==> src/rtl/core/positional_pid_regulator_top_defines.svh <==
// Assertion macros for the positional PID regulator.
// Included by positional_pid_regulator_top.sv; no other dependencies.
`ifndef POSITIONAL_PID_REGULATOR_TOP_DEFINES_SVH
`define POSITIONAL_PID_REGULATOR_TOP_DEFINES_SVH

// Same-cycle implication, checked outside reset.
`define PPR_ASSERT_SAME(lbl, clk, rst_n, ante, cons) \
  lbl: assert property (@(posedge clk) disable iff (!rst_n) (ante) |-> (cons)) \
    else $error("positional_pid_regulator: same-cycle check failed");

// Next-cycle implication, checked outside reset.
`define PPR_ASSERT_NEXT(lbl, clk, rst_n, ante, cons) \
  lbl: assert property (@(posedge clk) disable iff (!rst_n) (ante) |=> (cons)) \
    else $error("positional_pid_regulator: next-cycle check failed");

`endif

==> src/rtl/core/ppr_pkg.sv <==
// Shared widths, reset values, limits and register codes of the positional
// PID regulator. No dependencies.
`default_nettype none

package ppr_pkg;

  localparam int AngleW   = 16;
  localparam int GainW    = 16;
  localparam int CfgDataW = 16;
  localparam int CfgIdxW  = 2;
  localparam int ErrW     = AngleW + 1;
  localparam int SumW     = 13;
  localparam int SumFullW = ErrW + 1;
  localparam int DerivW   = ErrW + 1;
  localparam int ProdPW   = GainW + ErrW;
  localparam int ProdIW   = GainW + SumW;
  localparam int ProdDW   = GainW + DerivW;
  localparam int AccW     = ProdDW + 2;
  localparam int FracBits = 8;
  localparam int DriveW   = 9;
  localparam int ClampW   = DriveW + FracBits;

  localparam int IntLimit = 4000;
  localparam int OutLimit = 200;
  localparam int AccLimit = OutLimit * (1 << FracBits);

  typedef enum logic [CfgIdxW-1:0] {
    REG_TARGET = 2'd0,
    REG_GAIN_P = 2'd1,
    REG_GAIN_I = 2'd2,
    REG_GAIN_D = 2'd3
  } cfg_reg_t;

  localparam logic signed [AngleW-1:0] TARGET_RST = 16'sd0;
  localparam logic signed [GainW-1:0]  GAIN_P_RST = 16'sd5120;
  localparam logic signed [GainW-1:0]  GAIN_I_RST = 16'sd0;
  localparam logic signed [GainW-1:0]  GAIN_D_RST = 16'sd512;

endpackage

`default_nettype wire

==> src/rtl/core/positional_pid_regulator_top.sv <==
// Positional PID regulator: error, clamped integral, derivative, Q8 sum.
// Depends on ppr_pkg.sv and positional_pid_regulator_top_defines.svh.
//
// Usage:
//   Input channel (in_valid/in_ready/in_measured_angle) takes one measured
//   angle per request. Output channel (out_valid/out_ready/out_drive_value)
//   returns exactly one drive value per request, in request order.
//   Configuration port (cfg_wr_en/cfg_index/cfg_data) writes the setpoint and
//   the three Q8.8 gains; write only while no request is in flight.
//   Pipeline: an accepted request loads the error/integral stage, then the
//   multiply stage, then the sum-and-clamp output register behind out_valid.
//   Throughput: one request per cycle unless the output stalls. Integral and
//   previous error update in the first stage; consecutive requests need no waiting.
//   Stall: when out_valid is high and out_ready is low the output register holds
//   its value; the two inner stages keep filling, and in_ready drops once all
//   three stages hold a request.
//   Reset (rst_n low, synchronous): pipeline emptied, integral and previous
//   error cleared, setpoint 0, gains 20.0 / 0.0 / 2.0.
`default_nettype none

`include "positional_pid_regulator_top_defines.svh"

module positional_pid_regulator_top (
  input  wire                                      clk,
  input  wire                                      rst_n,
  input  wire                                      in_valid,
  output logic                                     in_ready,
  input  wire  signed [ppr_pkg::AngleW-1:0]        in_measured_angle,
  output logic                                     out_valid,
  input  wire                                      out_ready,
  output logic signed [ppr_pkg::DriveW-1:0]        out_drive_value,
  input  wire                                      cfg_wr_en,
  input  wire         [ppr_pkg::CfgIdxW-1:0]       cfg_index,
  input  wire         [ppr_pkg::CfgDataW-1:0]      cfg_data
);

  localparam int ErrW     = ppr_pkg::ErrW;
  localparam int SumW     = ppr_pkg::SumW;
  localparam int SumFullW = ppr_pkg::SumFullW;
  localparam int DerivW   = ppr_pkg::DerivW;
  localparam int AccW     = ppr_pkg::AccW;
  localparam int ClampW   = ppr_pkg::ClampW;
  localparam int FracBits = ppr_pkg::FracBits;
  localparam int DriveW   = ppr_pkg::DriveW;

  localparam logic signed [SumFullW-1:0] SumHi = SumFullW'(ppr_pkg::IntLimit);
  localparam logic signed [SumFullW-1:0] SumLo = -SumFullW'(ppr_pkg::IntLimit);
  localparam logic signed [AccW-1:0]     AccHi = AccW'(ppr_pkg::AccLimit);
  localparam logic signed [AccW-1:0]     AccLo = -AccW'(ppr_pkg::AccLimit);
  localparam logic signed [SumW-1:0]     IntHi = SumW'(ppr_pkg::IntLimit);
  localparam logic signed [SumW-1:0]     IntLo = -SumW'(ppr_pkg::IntLimit);
  localparam logic signed [DriveW-1:0]   DrvHi = DriveW'(ppr_pkg::OutLimit);
  localparam logic signed [DriveW-1:0]   DrvLo = -DriveW'(ppr_pkg::OutLimit);

  // Configuration registers.
  logic signed [ppr_pkg::AngleW-1:0] target_r;
  logic signed [ppr_pkg::GainW-1:0]  gain_p_r;
  logic signed [ppr_pkg::GainW-1:0]  gain_i_r;
  logic signed [ppr_pkg::GainW-1:0]  gain_d_r;

  // Controller state.
  logic signed [SumW-1:0] error_sum_r;
  logic signed [ErrW-1:0] prev_err_r;

  // Pipeline registers.
  logic                          s1_valid_r;
  logic signed [ErrW-1:0]        s1_err_r;
  logic signed [SumW-1:0]        s1_sum_r;
  logic signed [DerivW-1:0]      s1_deriv_r;
  logic                          s2_valid_r;
  logic signed [ppr_pkg::ProdPW-1:0] s2_prod_p_r;
  logic signed [ppr_pkg::ProdIW-1:0] s2_prod_i_r;
  logic signed [ppr_pkg::ProdDW-1:0] s2_prod_d_r;
  logic                          out_valid_r;
  logic signed [DriveW-1:0]      out_drive_r;

  logic s1_en, s2_en, s3_en, in_fire;

  logic signed [ErrW-1:0]     err_nxt;
  logic signed [SumFullW-1:0] sum_full;
  logic signed [SumW-1:0]     sum_nxt;
  logic signed [DerivW-1:0]   deriv_nxt;
  logic signed [AccW-1:0]     acc;
  logic signed [ClampW-1:0]   acc_clamped;
  logic signed [DriveW-1:0]   drive_nxt;

  assign s3_en    = !out_valid_r || out_ready;
  assign s2_en    = !s2_valid_r || s3_en;
  assign s1_en    = !s1_valid_r || s2_en;
  assign in_ready = s1_en;
  assign in_fire  = in_valid && s1_en;

  assign out_valid       = out_valid_r;
  assign out_drive_value = out_drive_r;

  // Stage 1: error, clamped integral and derivative.
  always_comb begin
    err_nxt   = {target_r[ppr_pkg::AngleW-1], target_r}
              - {in_measured_angle[ppr_pkg::AngleW-1], in_measured_angle};
    sum_full  = {{(SumFullW-SumW){error_sum_r[SumW-1]}}, error_sum_r}
              + {err_nxt[ErrW-1], err_nxt};
    if (sum_full > SumHi) begin
      sum_nxt = IntHi;
    end else if (sum_full < SumLo) begin
      sum_nxt = IntLo;
    end else begin
      sum_nxt = sum_full[SumW-1:0];
    end
    deriv_nxt = {err_nxt[ErrW-1], err_nxt} - {prev_err_r[ErrW-1], prev_err_r};
  end

  // Stage 3: Q8 sum, clamp, then divide by 256 toward zero.
  always_comb begin
    acc = AccW'(s2_prod_p_r) + AccW'(s2_prod_i_r) + AccW'(s2_prod_d_r);
    if (acc > AccHi) begin
      acc_clamped = AccHi[ClampW-1:0];
    end else if (acc < AccLo) begin
      acc_clamped = AccLo[ClampW-1:0];
    end else begin
      acc_clamped = acc[ClampW-1:0];
    end
    // The arithmetic shift floors; a negative value with a fraction moves up by one.
    drive_nxt = acc_clamped[ClampW-1:FracBits];
    if (acc_clamped[ClampW-1] && (|acc_clamped[FracBits-1:0])) begin
      drive_nxt = drive_nxt + DriveW'(1);
    end
  end

  always_ff @(posedge clk) begin
    if (!rst_n) begin
      target_r <= ppr_pkg::TARGET_RST;
      gain_p_r <= ppr_pkg::GAIN_P_RST;
      gain_i_r <= ppr_pkg::GAIN_I_RST;
      gain_d_r <= ppr_pkg::GAIN_D_RST;
    end else if (cfg_wr_en) begin
      case (cfg_index)
        ppr_pkg::REG_TARGET: target_r <= cfg_data;
        ppr_pkg::REG_GAIN_P: gain_p_r <= cfg_data;
        ppr_pkg::REG_GAIN_I: gain_i_r <= cfg_data;
        ppr_pkg::REG_GAIN_D: gain_d_r <= cfg_data;
        default: ;
      endcase
    end
  end

  always_ff @(posedge clk) begin
    if (!rst_n) begin
      error_sum_r <= '0;
      prev_err_r  <= '0;
      s1_valid_r  <= 1'b0;
      s2_valid_r  <= 1'b0;
      out_valid_r <= 1'b0;
    end else begin
      if (in_fire) begin
        error_sum_r <= sum_nxt;
        prev_err_r  <= err_nxt;
      end
      if (s1_en) begin
        s1_valid_r <= in_valid;
      end
      if (s2_en) begin
        s2_valid_r <= s1_valid_r;
      end
      if (s3_en) begin
        out_valid_r <= s2_valid_r;
      end
    end
  end

  always_ff @(posedge clk) begin
    if (in_fire) begin
      s1_err_r   <= err_nxt;
      s1_sum_r   <= sum_nxt;
      s1_deriv_r <= deriv_nxt;
    end
    if (s2_en && s1_valid_r) begin
      s2_prod_p_r <= ppr_pkg::ProdPW'(gain_p_r) * ppr_pkg::ProdPW'(s1_err_r);
      s2_prod_i_r <= ppr_pkg::ProdIW'(gain_i_r) * ppr_pkg::ProdIW'(s1_sum_r);
      s2_prod_d_r <= ppr_pkg::ProdDW'(gain_d_r) * ppr_pkg::ProdDW'(s1_deriv_r);
    end
    if (s3_en && s2_valid_r) begin
      out_drive_r <= drive_nxt;
    end
  end

  `PPR_ASSERT_SAME(a_integral_bounded, clk, rst_n, 1'b1, (error_sum_r <= IntHi) && (error_sum_r >= IntLo))
  `PPR_ASSERT_SAME(a_drive_bounded, clk, rst_n, out_valid_r, (out_drive_r <= DrvHi) && (out_drive_r >= DrvLo))
  `PPR_ASSERT_NEXT(a_prev_err_tracks, clk, rst_n, in_fire, s1_valid_r && (s1_err_r == prev_err_r))
  `PPR_ASSERT_NEXT(a_mid_stage_holds, clk, rst_n, s2_valid_r && !s3_en, s2_valid_r && $stable(s2_prod_p_r))

endmodule

`default_nettype wire
==> config.mk <==
export PLATFORM = sky130hd
export DESIGN_NAME = positional_pid_regulator_top
export DESIGN_NICKNAME = d
export VERILOG_FILES = /design/src/rtl/core/ppr_pkg.sv /design/src/rtl/core/positional_pid_regulator_top.sv
export VERILOG_INCLUDE_DIRS = /design/src /design/src/rtl/core
export SDC_FILE = /design/constraint.sdc
export NUM_CORES = 2
export LEC_CHECK = 0
export BUFFER_PORTS_ARGS = -buffer_cell sky130_fd_sc_hd__buf_2
export CAP_MARGIN = 20
export CORE_MARGIN = 2
export CORE_UTILIZATION = 33
export DETAILED_ROUTE_END_ITERATION = 10
export SYNTH_ARGS = -nofsm -noshare
export SYNTH_HDL_FRONTEND = slang
export SYNTH_SLANG_ARGS = --single-unit
==> constraint.sdc <==
create_clock -name clk -period 18.3 [get_ports clk]
set_input_delay 3.66 -clock clk [delete_from_list [all_inputs] [get_ports clk]]
set_output_delay 3.66 -clock clk [all_outputs]
set_load 0.02 [all_outputs]
==> results.md <==
* Status: complete, no violations
* Worst-Skew Late Latency at 0.61 ns
* Setup Crit Path Kind: in2reg
* Fmax at 109 MHz
* First-pass GRT wire length at 175000 um
* Core Region at 0.126 mm2
* Final Util at 0.357
* # resized after CTS at 0
* Clk slew on worst S/H paths at 0.07 ns
* Port bufs at 49
* Worst Path Max Fanout at 12
* Clock skew at 0.0399 ns
* Syn Nets at 5684
* CTS tree: built
* Top FF cell, synth: edfxtp_1
* Via count at 29900
* Worst setup SP type: input port
* Root Buffer: clkbuf_16
* WP data arrival at 9.45 ns
* Drt total wl at 106000 um
* Seq/Total Area, Yosys at 0.155
* Vias per cell at 4.87
* CTS Hold Bufs at 0
* Setup TNS at 0 ns
* Cell Area, Synth at 0.0421 mm2
* Critical path data required time at 18.62 ns
* CP Capture Type: flip-flop
* Tightest Hold Check Type: reg2reg
* DIE WIDTH at 361 um
* Syn Inst Count at 4519
* # fillers at 12800
* Multi-input gate area at 0.0315 mm2
* Rel. slew slack at 0.290
* Endpoints failing hold at 0
* CP cell instances: buf_2 > ha_1 > inv_1 > fa_1 > a21o_1 > a21oi_1 > o21bai_1 > a21oi_1 > nor2b_1 > o2111ai_1 > nand3_1 > o41ai_1 > nor2_1 > a2111oi_0 > nor2_1 > ha_1 > nand2_1 > or4_1 > nand3_1 > nor4_1 > o211a_1 > mux2i_1 > nor2b_1
* Final Critical Period at 9.13 ns
* Post-synth EDFFs at 153
* Buf+Inv Stages, Crit Path at 2
* Yosys reg bits at 250
* Reg2reg start: s1_err_r[7]
* Leakage at 0.0210 uW
* Peak VDD IR at 0.109 mV
* Hpwl dp at 86800 um
* Hold path start: prev_err_r[9]
* Vias in the first global route at 32200
* RSZ-0062 raised after global routing: no
* Slowest-stage cell, CP: mux2i_1
* Initial antenna violation count at 9
* Max-Cap Viols at 0
* Placed instance area at 0.0440 mm2
* Worst Tran Pin Value at 1.06 ns
* Ys Warns at 0
* Final #Nets at 5635
* DR WL/cell at 17.2 um
* Pin count of the biggest net entering global routing at 82
* Initial core utilization at 0.334
* Final worst path period share at 0.499
* Post-CTS Setup Bufs at 0
* CTS Sinks at 250
* First-pass DRT Iterations at 5
* Setup Viol. Count Final at 0
* Num CTS Buffers at 29
* Post-synth cell types at 81
* Die ar. at 0.130 mm2
* Finished Cell Area at 0.0450 mm2
* H-tree depth at 1
* Tot Pwr at 5660 uW
* Avg Cell Area, Syn at 9.31 um2
* Final GP Congestion at 0.842
* FP Rows at 130
* Final Slew Violations at 0
* Post-route DRC at 0
* Async S/R FF share, synth at 0
* Die Ht at 361 um
* Crit. Startpoint: in_measured_angle[0]
* CP top delay family: compound AO/OA/AOI/OAI gates
* Layout area overhead at 7.04%
* Share of layout cells above drive strength 1 at 0.0356
* Total power per unit cell area at 126 mW/mm2
* Critical Path Max Stage Delay at 0.69 ns
* Reg area at 0.00654 mm2
* Number of routed nets with antenna violations at 0
* CTS max path bufs at 3
* Global Route Usage Sum at 0.168
* Detailed router's first-iteration violation count at 1582
* Overflow after GRT at 0
* I/O Pins at 50
## area by class of cell
cell class / count / share of cell area
clock inverters: 22 / 0.00586
repair buffers: 78 / 0.0104
diodes: 2 / 0.000111
clock buffers: 32 / 0.0164
inverters: 924 / 0.0770
multi-input cells: 3187 / 0.699
well taps: 1650 / 0.0459
flip-flops and latches: 250 / 0.145
## placed cells by master, fill, tap and decap left out, types with 10 or more instances in the layout
| cell | count |
|---|---|
| a211oi_1 | 18 |
| a21o_1 | 49 |
| a21oi_1 | 189 |
| a31oi_1 | 13 |
| and2_1 | 327 |
| and3_1 | 21 |
| buf_2 | 49 |
| buf_4 | 28 |
| clkbuf_16 | 29 |
| dfxtp_1 | 97 |
| edfxtp_1 | 153 |
| fa_1 | 799 |
| ha_1 | 327 |
| inv_1 | 922 |
| nand2_1 | 641 |
| nand2b_1 | 35 |
| nand3_1 | 52 |
| nand4_1 | 17 |
| nor2_1 | 148 |
| nor2b_1 | 25 |
| nor3_1 | 53 |
| nor4_1 | 11 |
| o211ai_1 | 10 |
| o21a_1 | 21 |
| o21ai_0 | 80 |
| o21bai_1 | 18 |
| o31ai_1 | 15 |
| or2_2 | 11 |
| or3_1 | 13 |
| xnor2_1 | 121 |
| xor2_1 | 39 |
## state kept, by name (all words and copies together) (netlist names)
name	count
out_drive_value	9
s2_prod_d_r	34
target_r	16
s2_prod_i_r	29
prev_err_r	17
s1_valid_r	1
gain_i_r	16
gain_p_r	16
s2_valid_r	1
s1_err_r	17
error_sum_r	13
s1_deriv_r	18
s1_sum_r	13
s2_prod_p_r	33
gain_d_r	16
out_valid	1
## worst paths after layout
path / to / slack [ns] / cells past startpoint
max: s1_sum_r[0] / 9.17 / 23
min: prev_err_r[9] / 0.46 / 2
max reg2reg: s2_prod_p_r[31] / 9.95 / 21
min reg2reg: prev_err_r[9] / 0.46 / 2
## logic make-up after synthesis
family,Yosys count,synth area share
DFF,250,0.155
and+or+nand+nor,1391,0.159
adders and majority gates,1126,0.478
xor gates and xnor gates,160,0.0333
AOI/OAI and AO/OA,506,0.0772
muxes,4,0.000982
buffers and inverters,1082,0.0966
## power by group
group,internal [uW],switching [uW]
clock,353,263
sequential,817,176
combinational,1540,2510
total,2710,2950
## stage by stage
| step | setup WS, ns | cells | hold WS [ns] |
|---|---|---|---|
| 3_3_place_gp | 8.63 | 6088 | 0.444 |
| 6_report | 9.17 | 6145 | 0.457 |
| 5_1_grt | 8.56 | 6143 | 0.471 |
| 2_1_floorplan | 6.90 | 4519 | 0.436 |
| 3_5_place_dp | 8.52 | 6088 | 0.450 |
| 4_1_cts | 9.16 | 6142 | 0.459 |
## Yosys cell counts, drive strengths merged (5+ instances only)
cell type / count / area share
a31oi: 13 / 0.0019
a211o: 7 / 0.0015
nor3: 53 / 0.0063
o31a: 6 / 0.0012
a21oi: 189 / 0.022
nor2b: 25 / 0.0037
and2: 329 / 0.049
o21a: 21 / 0.0037
inv: 924 / 0.082
xnor2: 121 / 0.025
o21ai: 82 / 0.0098
fa: 799 / 0.38
nor3b: 5 / 0.00089
dfxtp: 97 / 0.046
a31o: 5 / 0.0010
nand3b: 5 / 0.00089
ha: 327 / 0.097
nand3: 53 / 0.0064
a21o: 49 / 0.0087
o211ai: 10 / 0.0018
or2: 11 / 0.0016
or3: 13 / 0.0019
nand2: 641 / 0.057
a21boi: 6 / 0.0011
a211oi: 18 / 0.0032
edfxtp: 153 / 0.11
o31ai: 15 / 0.0027
o21bai: 18 / 0.0032
clkbuf: 156 / 0.014
nand2b: 35 / 0.0052
xor2: 39 / 0.0081
nor2: 148 / 0.013
and3: 21 / 0.0031
or4: 6 / 0.0011
nor4: 12 / 0.0019
a2111oi: 8 / 0.0017
nand4: 17 / 0.0025
a311oi: 6 / 0.0012
o311ai: 5 / 0.0010
## worst register-to-register path, delay by kind of cell (launching register included)
family                   cells  cell delay (ns)
adder cells (fa/ha/maj)      7             3.36
AO/OA/AOI/OAI                9             2.72
AND/OR/NAND/NOR              3             1.16
flip-flops                   1             0.72
buffers and inverters        2             0.10
## layer usage
layer,track usage,share of wire,wire length (um),vias up
met5,0,0,0,-
met4,0.0408,0.027,2850,0
met3,0.0177,0.043,4580,124
met2,0.288,0.48,50400,565
met1,0.227,0.45,47800,15300
li1,-,-,-,13900
(Power assumes the default switching activity.)
